<file path="src/rtl/dsq_pkg.sv">
// Shared constants, types and helpers of the delta-sorted sleep queue.
package dsq_pkg;

  // Sizing
  localparam int ENTRIES   = 64;
  localparam int TIME_BITS = 16;
  localparam int IDX_W     = (ENTRIES > 1) ? $clog2(ENTRIES) : 1;
  localparam int CNT_W     = $clog2(ENTRIES + 1);

  // Fixed word field widths
  localparam int OPCODE_W    = 2;
  localparam int HANDLE_W    = 6;
  localparam int IN_TIME_W   = 16;
  localparam int STATUS_W    = 2;
  localparam int OUT_DELTA_W = 16;
  localparam int OUT_COUNT_W = 7;

  // Opcodes
  localparam logic [OPCODE_W-1:0] OP_INSERT = 2'd0;
  localparam logic [OPCODE_W-1:0] OP_REMOVE = 2'd1;
  localparam logic [OPCODE_W-1:0] OP_POP    = 2'd2;

  // Status codes
  localparam logic [STATUS_W-1:0] ST_DONE = 2'd0;
  localparam logic [STATUS_W-1:0] ST_MISS = 2'd1;
  localparam logic [STATUS_W-1:0] ST_FULL = 2'd2;

  // One list node as stored in the entry memory
  typedef struct packed {
    logic [HANDLE_W-1:0]  handle;
    logic [TIME_BITS-1:0] delta;
    logic [IDX_W-1:0]     link;
  } entry_t;

  localparam int ENTRY_W = $bits(entry_t);

  // Slot allocator controls
  typedef struct packed {
    logic             start;
    logic             take;
    logic             push;
    logic [IDX_W-1:0] push_slot;
  } alloc_ctl_t;

  typedef enum logic [3:0] {
    S_IDLE,
    S_START,
    S_INS_WALK,
    S_INS_WNEW,
    S_INS_WCUR,
    S_WPREV,
    S_REM_WALK,
    S_REM_NX,
    S_POP,
    S_HEAD_RD,
    S_HEAD_DATA
  } state_t;

  // Out-of-range slot indexes read as slot 0
  function automatic logic [IDX_W-1:0] slot_of(input logic [IDX_W-1:0] x);
    slot_of = (int'(x) < ENTRIES) ? x : '0;
  endfunction

endpackage

</file>
<file path="src/rtl/dsq_ifc.sv">
// Valid/ready channel interfaces for request and response words.
interface dsq_req_if import dsq_pkg::*; ();
  logic                 valid;
  logic                 ready;
  logic [OPCODE_W-1:0]  opcode;
  logic [HANDLE_W-1:0]  handle;
  logic [IN_TIME_W-1:0] sleep_time;

  modport source (output valid, opcode, handle, sleep_time, input ready);
  modport sink   (input valid, opcode, handle, sleep_time, output ready);
endinterface

interface dsq_rsp_if import dsq_pkg::*; ();
  logic                   valid;
  logic                   ready;
  logic [STATUS_W-1:0]    status;
  logic [HANDLE_W-1:0]    out_handle;
  logic [OUT_DELTA_W-1:0] head_delta;
  logic [OUT_COUNT_W-1:0] entry_count;

  modport source (output valid, status, out_handle, head_delta, entry_count, input ready);
  modport sink   (input valid, status, out_handle, head_delta, entry_count, output ready);
endinterface

</file>
<file path="src/rtl/dsq_ram.sv">
// Generic single-write, single-read RAM with registered read data.
module dsq_ram #(
  parameter int WIDTH = 8,
  parameter int DEPTH = 64,
  localparam int AW   = (DEPTH > 1) ? $clog2(DEPTH) : 1
) (
  input  logic             clk,
  input  logic             we,
  input  logic [AW-1:0]    waddr,
  input  logic [WIDTH-1:0] wdata,
  input  logic             re,
  input  logic [AW-1:0]    raddr,
  output logic [WIDTH-1:0] rdata
);

  logic [WIDTH-1:0] mem [DEPTH];

  // Read returns the old word on a same-cycle write; data holds while idle
  always_ff @(posedge clk) begin
    if (we) begin
      mem[waddr] <= wdata;
    end
    if (re) begin
      rdata <= mem[raddr];
    end
  end

endmodule

</file>
<file path="src/rtl/dsq_slot_alloc.sv">
// Free slot allocator: bump counter for unused slots plus a stack of freed ones.
module dsq_slot_alloc import dsq_pkg::*; (
  input  logic             clk,
  input  logic             rst,
  input  alloc_ctl_t       ctl,
  output logic [IDX_W-1:0] slot
);

  logic [CNT_W-1:0] fresh;      // slots never handed out yet start here
  logic [CNT_W-1:0] sp;         // freed slots on the stack
  logic             use_fresh;
  logic [IDX_W-1:0] stk_rdata;

  // Freed slot stack
  dsq_ram #(.WIDTH(IDX_W), .DEPTH(ENTRIES)) u_stack (
    .clk   (clk),
    .we    (ctl.push),
    .waddr (sp[IDX_W-1:0]),
    .wdata (ctl.push_slot),
    .re    (ctl.start),
    .raddr (IDX_W'(sp - 1'b1)),
    .rdata (stk_rdata)
  );

  assign slot = use_fresh ? fresh[IDX_W-1:0] : stk_rdata;

  // Pointers
  always_ff @(posedge clk) begin
    if (rst) begin
      fresh     <= '0;
      sp        <= '0;
      use_fresh <= 1'b1;
    end else begin
      if (ctl.start) begin
        use_fresh <= (int'(fresh) < ENTRIES);
      end
      if (ctl.take) begin
        if (use_fresh) begin
          fresh <= fresh + 1'b1;
        end else begin
          sp <= sp - 1'b1;
        end
      end else if (ctl.push) begin
        sp <= sp + 1'b1;
      end
    end
  end

endmodule

</file>
<file path="src/rtl/delta_sorted_sleep_queue_unit.sv">
// Top level of the delta-sorted sleep queue: list walker and entry memory.
//
// Holds up to ENTRIES sleeping thread handles as a linked delta list in
// one entry memory; each node keeps its wake time relative to the node
// before it. Requests arrive on req (opcode, handle, sleep_time) and each
// gives exactly one response word on rsp (status, out_handle, head_delta,
// entry_count).
// Timing: the list walk reads one node of the entry memory per cycle.
// An insert writes the new node after its walk, then rewrites its
// successor and its predecessor where they exist; a remove of a node
// that has a successor rewrites that successor and then any predecessor.
// The response word is offered in the same cycle in which the walker
// is ready for the next request. One request is worked on at a time;
// req.ready is high only while the walker waits for a request.
// A response sits in an output register, so the next request is taken
// while it waits; if rsp stays stalled, the walker holds its finished
// result and stops taking requests until the register frees.
// Reset (synchronous, rst high) empties the queue and drops any pending
// response; no memory clearing pass is needed.
module delta_sorted_sleep_queue_unit import dsq_pkg::*; (
  input  logic      clk,
  input  logic      rst,
  dsq_req_if.sink   req,
  dsq_rsp_if.source rsp
);

  state_t state, state_next;

  // Queue state
  logic [IDX_W-1:0] head;
  logic [CNT_W-1:0] count;

  // Working registers of one request
  logic [OPCODE_W-1:0]  op;
  logic [HANDLE_W-1:0]  hnd;
  logic [TIME_BITS-1:0] t_rem;
  logic [CNT_W-1:0]     walked;
  logic [IDX_W-1:0]     cur;
  logic [IDX_W-1:0]     prev;
  logic [IDX_W-1:0]     prev_link;
  logic [IDX_W-1:0]     nx_slot;
  logic                 have_prev;
  logic                 cur_exists;
  entry_t               prev_rec;
  entry_t               cur_rec;
  logic [STATUS_W-1:0]  status_r;
  logic [HANDLE_W-1:0]  got;

  // Response register
  logic                   out_valid;
  logic [STATUS_W-1:0]    out_status;
  logic [HANDLE_W-1:0]    out_hnd;
  logic [OUT_DELTA_W-1:0] out_delta;
  logic [OUT_COUNT_W-1:0] out_count;

  // Entry memory ports
  logic             e_we;
  logic [IDX_W-1:0] e_waddr;
  entry_t           e_wdata;
  logic             e_re;
  logic [IDX_W-1:0] e_raddr;
  logic [ENTRY_W-1:0] e_rdata;
  entry_t           rd;

  alloc_ctl_t       alloc;
  logic [IDX_W-1:0] alloc_slot;

  logic             full;
  logic             adv_ins;
  logic             adv_rem;
  logic             found;
  logic             last;
  logic             load;
  logic [TIME_BITS:0]   carry_sum;
  logic [TIME_BITS-1:0] carry_sat;

  dsq_ram #(.WIDTH(ENTRY_W), .DEPTH(ENTRIES)) u_entries (
    .clk   (clk),
    .we    (e_we),
    .waddr (e_waddr),
    .wdata (e_wdata),
    .re    (e_re),
    .raddr (e_raddr),
    .rdata (e_rdata)
  );

  dsq_slot_alloc u_alloc (
    .clk  (clk),
    .rst  (rst),
    .ctl  (alloc),
    .slot (alloc_slot)
  );

  // Walk decisions on the node just read
  assign rd      = entry_t'(e_rdata);
  assign full    = (int'(count) >= ENTRIES);
  assign adv_ins = (walked < count) && (rd.delta <= t_rem);
  assign adv_rem = (walked < count) && (rd.handle != hnd);
  assign found   = (walked < count);
  assign last    = !(CNT_W'(walked + 1'b1) < count);
  assign load    = !out_valid || rsp.ready;

  // Carry of a removed delta into its successor, saturating
  assign carry_sum = {1'b0, rd.delta} + {1'b0, cur_rec.delta};
  assign carry_sat = carry_sum[TIME_BITS] ? '1 : carry_sum[TIME_BITS-1:0];

  // Next state
  always_comb begin
    state_next = state;
    unique case (state)
      S_IDLE: begin
        if (req.valid) state_next = S_START;
      end
      S_START: begin
        case (op)
          OP_INSERT: state_next = full ? S_HEAD_RD : S_INS_WALK;
          OP_REMOVE: state_next = S_REM_WALK;
          OP_POP:    state_next = (count == '0) ? S_HEAD_RD : S_POP;
          default:   state_next = S_HEAD_RD;
        endcase
      end
      S_INS_WALK: begin
        if (!adv_ins) state_next = S_INS_WNEW;
      end
      S_INS_WNEW: begin
        if (cur_exists)     state_next = S_INS_WCUR;
        else if (have_prev) state_next = S_WPREV;
        else                state_next = S_HEAD_RD;
      end
      S_INS_WCUR: state_next = have_prev ? S_WPREV : S_HEAD_RD;
      S_WPREV:    state_next = S_HEAD_RD;
      S_REM_WALK: begin
        if (!adv_rem) begin
          state_next = (found && !last) ? S_REM_NX : S_HEAD_RD;
        end
      end
      S_REM_NX:    state_next = have_prev ? S_WPREV : S_HEAD_RD;
      S_POP:       state_next = S_HEAD_RD;
      S_HEAD_RD:   state_next = S_HEAD_DATA;
      S_HEAD_DATA: begin
        if (load) state_next = S_IDLE;
      end
      default: state_next = S_IDLE;
    endcase
  end

  // Memory and allocator controls
  always_comb begin
    e_we            = 1'b0;
    e_waddr         = cur;
    e_wdata         = cur_rec;
    e_re            = 1'b0;
    e_raddr         = head;
    alloc.start     = 1'b0;
    alloc.take      = 1'b0;
    alloc.push      = 1'b0;
    alloc.push_slot = cur;
    unique case (state)
      S_START: begin
        e_re        = 1'b1;
        alloc.start = (op == OP_INSERT) && !full;
      end
      S_INS_WALK: begin
        e_re    = adv_ins;
        e_raddr = slot_of(rd.link);
      end
      S_INS_WNEW: begin
        e_we           = 1'b1;
        e_waddr        = alloc_slot;
        e_wdata.handle = hnd;
        e_wdata.delta  = t_rem;
        e_wdata.link   = cur_exists ? cur : '0;
        alloc.take     = 1'b1;
      end
      S_INS_WCUR: begin
        e_we          = 1'b1;
        e_wdata.delta = cur_rec.delta - t_rem;
      end
      S_WPREV: begin
        e_we         = 1'b1;
        e_waddr      = prev;
        e_wdata      = prev_rec;
        e_wdata.link = prev_link;
      end
      S_REM_WALK: begin
        e_re       = adv_rem || (found && !last);
        e_raddr    = slot_of(rd.link);
        alloc.push = !adv_rem && found;
      end
      S_REM_NX: begin
        e_we          = 1'b1;
        e_waddr       = nx_slot;
        e_wdata       = rd;
        e_wdata.delta = carry_sat;
      end
      S_POP: begin
        alloc.push      = 1'b1;
        alloc.push_slot = head;
      end
      S_HEAD_RD: begin
        e_re = 1'b1;
      end
      default: begin
      end
    endcase
  end

  // Control registers
  always_ff @(posedge clk) begin
    if (rst) begin
      state     <= S_IDLE;
      head      <= '0;
      count     <= '0;
      out_valid <= 1'b0;
    end else begin
      state <= state_next;
      case (state)
        S_INS_WNEW: begin
          count <= count + 1'b1;
          if (!have_prev) head <= alloc_slot;
        end
        S_REM_WALK: begin
          if (!adv_rem && found) begin
            count <= count - 1'b1;
            if (last && !have_prev) head <= '0;
          end
        end
        S_REM_NX: begin
          if (!have_prev) head <= nx_slot;
        end
        S_POP: begin
          count <= count - 1'b1;
          head  <= (count == CNT_W'(1)) ? '0 : slot_of(rd.link);
        end
        default: begin
        end
      endcase
      if (state == S_HEAD_DATA && load) begin
        out_valid <= 1'b1;
      end else if (rsp.ready) begin
        out_valid <= 1'b0;
      end
    end
  end

  // Working and response registers
  always_ff @(posedge clk) begin
    case (state)
      S_IDLE: begin
        op       <= req.opcode;
        hnd      <= req.handle;
        t_rem    <= TIME_BITS'(req.sleep_time);
        status_r <= ST_DONE;
        got      <= '0;
      end
      S_START: begin
        cur       <= head;
        walked    <= '0;
        have_prev <= 1'b0;
        if (op == OP_INSERT && full) status_r <= ST_FULL;
        if (op == OP_POP && count == '0) status_r <= ST_MISS;
      end
      S_INS_WALK: begin
        if (adv_ins) begin
          t_rem     <= t_rem - rd.delta;
          prev      <= cur;
          prev_rec  <= rd;
          have_prev <= 1'b1;
          cur       <= slot_of(rd.link);
          walked    <= walked + 1'b1;
        end else begin
          cur_rec    <= rd;
          cur_exists <= (walked != count);
        end
      end
      S_INS_WNEW: begin
        prev_link <= alloc_slot;
      end
      S_REM_WALK: begin
        if (adv_rem) begin
          prev      <= cur;
          prev_rec  <= rd;
          have_prev <= 1'b1;
          cur       <= slot_of(rd.link);
          walked    <= walked + 1'b1;
        end else if (!found) begin
          status_r <= ST_MISS;
        end else begin
          cur_rec   <= rd;
          nx_slot   <= slot_of(rd.link);
          prev_link <= slot_of(rd.link);
        end
      end
      S_POP: begin
        got <= rd.handle;
      end
      S_HEAD_DATA: begin
        if (load) begin
          out_status <= status_r;
          out_hnd    <= got;
          out_delta  <= (count != '0) ? OUT_DELTA_W'(rd.delta) : '0;
          out_count  <= OUT_COUNT_W'(count);
        end
      end
      default: begin
      end
    endcase
  end

  assign req.ready       = (state == S_IDLE);
  assign rsp.valid       = out_valid;
  assign rsp.status      = out_status;
  assign rsp.out_handle  = out_hnd;
  assign rsp.head_delta  = out_delta;
  assign rsp.entry_count = out_count;

endmodule

</file>
<file path="src/flat_wrapper.sv">
// flat-port wrapper written by rule: the top's interface ports become plain ports
module delta_sorted_sleep_queue_unit_flat import dsq_pkg::*;
  (clk, rst, req_valid, req_opcode, req_handle, req_sleep_time, req_ready, rsp_valid, rsp_status, rsp_out_handle, rsp_head_delta, rsp_entry_count, rsp_ready);
  dsq_req_if req_i ();
  dsq_rsp_if rsp_i ();
  input  logic clk;
  input  logic rst;
  input wire logic [$bits(req_i.valid)-1:0] req_valid;
  input wire logic [$bits(req_i.opcode)-1:0] req_opcode;
  input wire logic [$bits(req_i.handle)-1:0] req_handle;
  input wire logic [$bits(req_i.sleep_time)-1:0] req_sleep_time;
  output wire logic [$bits(req_i.ready)-1:0] req_ready;
  output wire logic [$bits(rsp_i.valid)-1:0] rsp_valid;
  output wire logic [$bits(rsp_i.status)-1:0] rsp_status;
  output wire logic [$bits(rsp_i.out_handle)-1:0] rsp_out_handle;
  output wire logic [$bits(rsp_i.head_delta)-1:0] rsp_head_delta;
  output wire logic [$bits(rsp_i.entry_count)-1:0] rsp_entry_count;
  input wire logic [$bits(rsp_i.ready)-1:0] rsp_ready;
  assign req_i.valid = req_valid;
  assign req_i.opcode = req_opcode;
  assign req_i.handle = req_handle;
  assign req_i.sleep_time = req_sleep_time;
  assign req_ready = req_i.ready;
  assign rsp_valid = rsp_i.valid;
  assign rsp_status = rsp_i.status;
  assign rsp_out_handle = rsp_i.out_handle;
  assign rsp_head_delta = rsp_i.head_delta;
  assign rsp_entry_count = rsp_i.entry_count;
  assign rsp_i.ready = rsp_ready;
  delta_sorted_sleep_queue_unit u_core (.clk(clk), .rst(rst), .req(req_i), .rsp(rsp_i));
endmodule
</file>
<file path="config.mk">
export PLATFORM = sky130hd
export DESIGN_NAME = delta_sorted_sleep_queue_unit_flat
export DESIGN_NICKNAME = d
export VERILOG_FILES = /design/src/rtl/dsq_pkg.sv /design/src/rtl/dsq_ifc.sv /design/src/rtl/dsq_ram.sv /design/src/rtl/dsq_slot_alloc.sv /design/src/rtl/delta_sorted_sleep_queue_unit.sv /design/src/flat_wrapper.sv
export SDC_FILE = /design/constraint.sdc
export NUM_CORES = 2
export LEC_CHECK = 0
export BUFFER_PORTS_ARGS = -buffer_cell sky130_fd_sc_hd__buf_4
export CORE_ASPECT_RATIO = 0.5
export CORE_MARGIN = 1.5
export CORE_UTILIZATION = 55
export CTS_BUF_LIST = sky130_fd_sc_hd__clkbuf_8 sky130_fd_sc_hd__clkbuf_16
export CTS_CLUSTER_SIZE = 28
export DETAILED_ROUTE_END_ITERATION = 10
export GPL_TIMING_DRIVEN = 0
export PLACE_DENSITY = 0.71
export SYNTH_ARGS = -nofsm -noshare
export SYNTH_HDL_FRONTEND = slang
export SYNTH_HIERARCHICAL = 1
export SYNTH_SLANG_ARGS = --single-unit
</file>
<file path="constraint.sdc">
create_clock -name clk -period 7.6 [get_ports clk]
set_input_delay 1.14 -clock clk [delete_from_list [all_inputs] [get_ports clk]]
set_output_delay 1.14 -clock clk [all_outputs]
set_load 0.05 [all_outputs]
</file>
Yosys cells after proc, flatten, opt, wreduce, memory -nomap -nowiden. Memories as Yosys holds them, arrays and structs flattened. A register that Yosys moved wholly into a read port is not among the register bits. Index checks and enable logic that the tools add are counted.

Flip-flop bits (word level): 179. Bits in writable memories: 2176. Input port bits: 28. Output and inout port bits: 33. Word-level logic and storage cells: 196. Memories kept: 2.

Memory list: u_core.u_entries.mem (words 64, bits a word 28, read ports 1, clocked after memory_dff 1, wr ports 1, RTL line dsq_ram.sv:16) `logic [WIDTH-1:0] mem [DEPTH];`; u_core.u_alloc.u_stack.mem (words 64, bits a word 6, read ports 1, clocked after memory_dff 1, wr ports 1, RTL line dsq_ram.sv:16).

Add/subtract/negate cells: 9. $lt $le $gt $ge: 5. Equal/unequal tests: 29. Multiplexer cells: 72. Bitwise gates (word level): 2. Reductions and logical operators: 49.

Operators by type and width (number): $mux W28 (5); $pmux W28 S2 (2); $mux W6 (15); $pmux W6 S3 (4); $pmux W16 S4 (1); $mux W7 (6); $pmux W7 S3 (2); $pmux W4 S9 (1); $pmux W6 S2 (3); $mux W16 (2); $mux W4 (8); $pmux W16 S2 (1); $sub A16 B16 Y16 (2); $add A7 B1 Y7 const B (4); $pmux W6 S4 (1); $add A16 B16 Y17 (1); $eq A4 B3 Y1 const B (4); $le A16 B16 Y1 (1); $lt A7 B7 Y1 (2); $ne A2 B2 Y1 const B (7); $sub A7 B1 Y7 const B (2); $eq A4 B4 Y1 const B (3); $mux W1 (12); $ne A2 B1 Y1 const B (6); other kinds (32) (71).

Longest topological paths before layout.
Depth after elaboration: 7. Mapped depth: 14. Mapped depth without buffers: 12.

Cells and area by module. Netlist, hierarchy kept.

By module, submodules not included: dsq_ram (u_core.u_entries) (times used 1, cells each 3105, area an instance 69469.1 µm²); dsq_ram (u_core.u_alloc.u_stack) (times used 1, cells each 727, area an instance 15237.1 µm²); delta_sorted_sleep_queue_unit (times used 1, cells each 981, area an instance 9994.6 µm²); dsq_slot_alloc (times used 1, cells each 99, area an instance 850.8 µm²).

Worst setup path after synthesis. No wires, ideal clock.

Path kind: reg2reg. Start: reg u_core/cur_rec[12] (netlist bit). End: mem u_core/u_entries/mem[0][19] (netlist bit), data pin. Setup time: 0.722 ns. Data arrival time: 4.823 ns. Required time: 6.878 ns. Slack: 2.055 ns. Cell stages (with the launch flop): 10. Buffers on the path: 0. Cells stage by stage: edfxtp_1 ha_1 a2111oi_2 o21ai_1 a2111oi_2 o311ai_1 a21oi_1 xnor2_1 o21ai_0 a211oi_1.

RTL lines: start: declaration (RTL line delta_sorted_sleep_queue_unit.sv:45) `entry_t cur_rec;`; start signal: assignment (RTL line delta_sorted_sleep_queue_unit.sv:272) `cur_rec <= rd;`; start signal: assignment (RTL line delta_sorted_sleep_queue_unit.sv:289) `cur_rec <= rd;`; end: declaration (RTL line dsq_ram.sv:16).

Worst setup path in the final report.
Start: reg u_core.state[3]. End: reg u_core.u_entries.rdata[5], read port of u_core.u_entries.mem, data pin.

Word-level cells in the longest chain between the ends: 3. Elaborated cells between the ends (all ways): 8.

Ends and longest elaborated chain: start: declaration (RTL line delta_sorted_sleep_queue_unit.sv:27) `state_t state, state_next;`; start signal: assignment (RTL line delta_sorted_sleep_queue_unit.sv:216) `state <= state_next;`; $eq A4 B2 Y1 or $eq A4 B3 Y1 (tied branches) (RTL line delta_sorted_sleep_queue_unit.sv:158) `unique case (state)`; $reduce_or A2 Y1 (no line) (*); $mux W6 (*) (RTL line delta_sorted_sleep_queue_unit.sv:158); named net u_core.e_raddr[1] (RTL line delta_sorted_sleep_queue_unit.sv:61) `logic [IDX_W-1:0] e_raddr;`; end: declaration (RTL line dsq_ram.sv:13) `output logic [WIDTH-1:0] rdata`.

Mark *: on every way through the listed nets, which the timed path passes. The rest lies on a longest branch. A chain may end at the register's enable or synchronous reset.

==> metrics <==
VDD IR max=0.238 mV; met2 wire len=113 mm; status=finished, final reports clean; Slowest cell on crit path=clkbuf_1; Synth top area share=0.740; worst-path maximum fanout=10; count leader, synth=edfxtp_1; ys async rst share=0; number of core rows=107; worst slew pin tran=1.40 ns; data required time of the critical path=8.20 ns; final slew viol count=0; Vias=51800; Clk pin slew, worst setup/hold paths=0.07 ns; non-filler cells, final=7768; pwr/cell area=361 nW/um^2; number of diodes=0; minimum clock period=5.97 ns; number of max-cap violations=0; metal3 WL=32.2 mm; worst-skew pair later-pin latency=0.88 ns; Main synth FF type=edfxtp_1; Initial DRC Count=7800; Rel. slew slack=0.0552; mean area per synthesized cell=19.5 sq um; Die Span Y=298 um; syn nets=5011; Core ar.=171000 sq um; Synthesis Warnings=6; antenna violations before repair=11; Fmax=168 MHz; Seq/Total Area, Yosys=0.747; top cells by count, synth=edfxtp_1, mux4_2, nor2_1, nand2_1, mux2_2; first-pass GRT wire length=359 mm; post-synthesis register bit count=2388; placed insts=7407; cts repair resizes=0; Synth Cell Area=95600 sq um; Crit path buffers/inverters=5; root buffer cell=clkbuf_16; Area Overhead vs Synth=13.4%; cell family with most CP delay=buffers and inverters; worst hold margin=0.417 ns; TritonCTS Buffers=206; total wire length=252 mm; total track usage=0.286; worst path arrival time=6.56 ns; hold_buf cts=0; max layer used=met5; top cells by area, synth=edfxtp_1, mux4_2, mux2_2; post-DP HPWL=173 mm; crit path launch type=register; Setup Buffers After CTS=0; Lkg Pwr=34.0 nW; routed len/inst=32.4 um; Worst Skew=0.0666 ns; nature of the critical path endpoint=register; library cells used by synthesis=91; RSZ-0062 raised after global routing=no; Clock power frac=0.257; share of layout cells above drive strength 1=0.243; Yosys top cell by area=edfxtp_1; clk buf depth=4; total gr overflow=0; number of global-route vias before repair=50800; post-route clock period utilization=0.785; CTS tree=done; Critical Path, Cell by Cell=buf_2 -> nor2_1 -> nand2_1 -> clkbuf_1 -> mux2_2 -> buf_2 -> clkbuf_1 -> buf_6 -> mux2i_1 -> a22oi_1 -> o311ai_1 -> a21oi_1; Filler cells=11500; Switching Fraction=0.327; met1 wire length=98.5 mm; sequential power share=0.454; post-route ant nets=0; Initial Util=0.558; CP max stage delay=0.87 ns; I/O Pins=61; post-synthesis cell count=4912; Die Width=592 um; Int Pwr=0.0263 W; count of final setup violators=0; largest net degree at the start of global routing=65; Die ar.=176000 sq um; final hold violation count=0; EDFF count, synth=2356; Setup CP Type=reg2reg; combinational power share=0.289; clock sinks=2388; RePlAce Congestion=0.933; # DRC=0; Min-Delay Path Class=reg2reg; sw power=0.0128 W; H-tree depth=4; number of buffers added on ports=60; Final nets=5426; first-pass iteration count of the detailed router=8; Vias/cell=6.67
## worst register-to-register path, stage by stage (launching register included)
cell and delay (ns):
dfxtp_1 0.30, buf_2 0.18, nor2_1 0.52, nand2_1 0.29
clkbuf_1 0.47, mux2_2 0.49, buf_2 0.35, clkbuf_1 0.88
buf_6 0.30, mux2i_1 0.16, a22oi_1 0.66, o311ai_1 0.61
a21oi_1 0.52
## layout by cell type (no fill, tap or decap), drive strengths merged, types with 113 or more instances in the layout
cell	count
edfxtp	2356
mux4	466
buf	343
clkbuf	330
nor2	229
nand2	147
mux2	140
mux2i	130
o22ai	118
inv	113
## power groups by stage
stage / logic (W) / clock network [W] / registers, W
2_1_floorplan: 0.00595 / 0 / 0.0181
3_5_place_dp: 0.0110 / 0 / 0.0181
6_report: 0.0113 / 0.0100 / 0.0178
4_1_cts: 0.0111 / 0.0102 / 0.0178
5_1_grt: 0.0119 / 0.0106 / 0.0178
3_3_place_gp: 0.00958 / 0 / 0.0186
## registers in the layout, indices dropped and copies added (netlist names), 4 cells and up
name                          count
u_core/rsp.out_handle             6
u_core/rsp.head_delta            16
u_core/u_entries/rdata           28
u_core/walked                     7
u_core/prev                       6
u_core/hnd                        6
u_core/head                       6
u_core/prev_rec                  22
u_core/rsp.entry_count            7
u_core/u_alloc/fresh              7
u_core/cur_rec                   28
u_core/state                      4
u_core/u_alloc/u_stack/mem      384
u_core/t_rem                     16
u_core/nx_slot                    6
u_core/u_alloc/u_stack/rdata      6
u_core/got                        6
u_core/cur                        6
u_core/u_alloc/sp                 6
u_core/count                      7
u_core/prev_link                  6
u_core/u_entries/mem           1792
## kinds of logic (layout without fill, tap and decap cells)
family | count (synthesis) | in the layout | share of synthesized area
flops | 2388 | 2388 | 0.747
mux | 736 | 736 | 0.140
simple gates | 698 | 698 | 0.0354
compound gates | 641 | 641 | 0.0472
buf+inv | 326 | 893 | 0.0160
fa+ha+maj | 71 | 71 | 0.00953
xor+xnor | 52 | 52 | 0.00477
## metal layers
| metal | track usage | vias to the layer above |
|---|---|---|
| met1 | 0.421 | 27000 |
| met4 | 0.0875 | 4 |
| met3 | 0.0723 | 457 |
| met2 | 0.426 | 3235 |
| met5 | 0 | - |
| li1 | - | 21100 |
## stage by stage
stage                     area [sq um]  TNS (ns)   util  power, W  setup WS, ns
after CTS                       108000         0  0.632    0.0390          1.77
after detailed placement        102000         0  0.595    0.0291          1.83
after global placement           98900   -264.74  0.577    0.0282         -3.06
after floorplan                  95600         0      -    0.0240          2.05
final                           108000         0  0.632    0.0391          1.63
after global routing            108000         0  0.632    0.0403          1.57
## final cells by class
type	count	area, sq um	share of cell area
Inverter	69	259	0.00239
Tap cell	2289	2860	0.0264
Clock buffer	209	5230	0.0483
Multi-Input combinational cell	2198	23300	0.215
Timing Repair Buffer	207	2970	0.0274
Sequential cell	2388	71400	0.659
Clock inverter	151	1050	0.00968
Buffer	257	1270	0.0118
## worst paths after layout
check / startpoint / to / slack [ns] / cells past startpoint
min reg2reg: u_core/got[0]$_SDFFCE_PN0P_ / u_core/rsp.out_handle[0]$_DFFE_PP_ / 0.42 / 0
max: u_core/state[3]$_SDFFE_PP0P_ / u_core/u_entries/rdata[5]$_DFFE_PP_ / 1.63 / 12
max reg2reg: u_core/state[3]$_SDFFE_PP0P_ / u_core/u_entries/rdata[5]$_DFFE_PP_ / 1.63 / 12
min: u_core/got[0]$_SDFFCE_PN0P_ / u_core/rsp.out_handle[0]$_DFFE_PP_ / 0.42 / 0
Note: power is estimated with default switching activity, not from simulation.
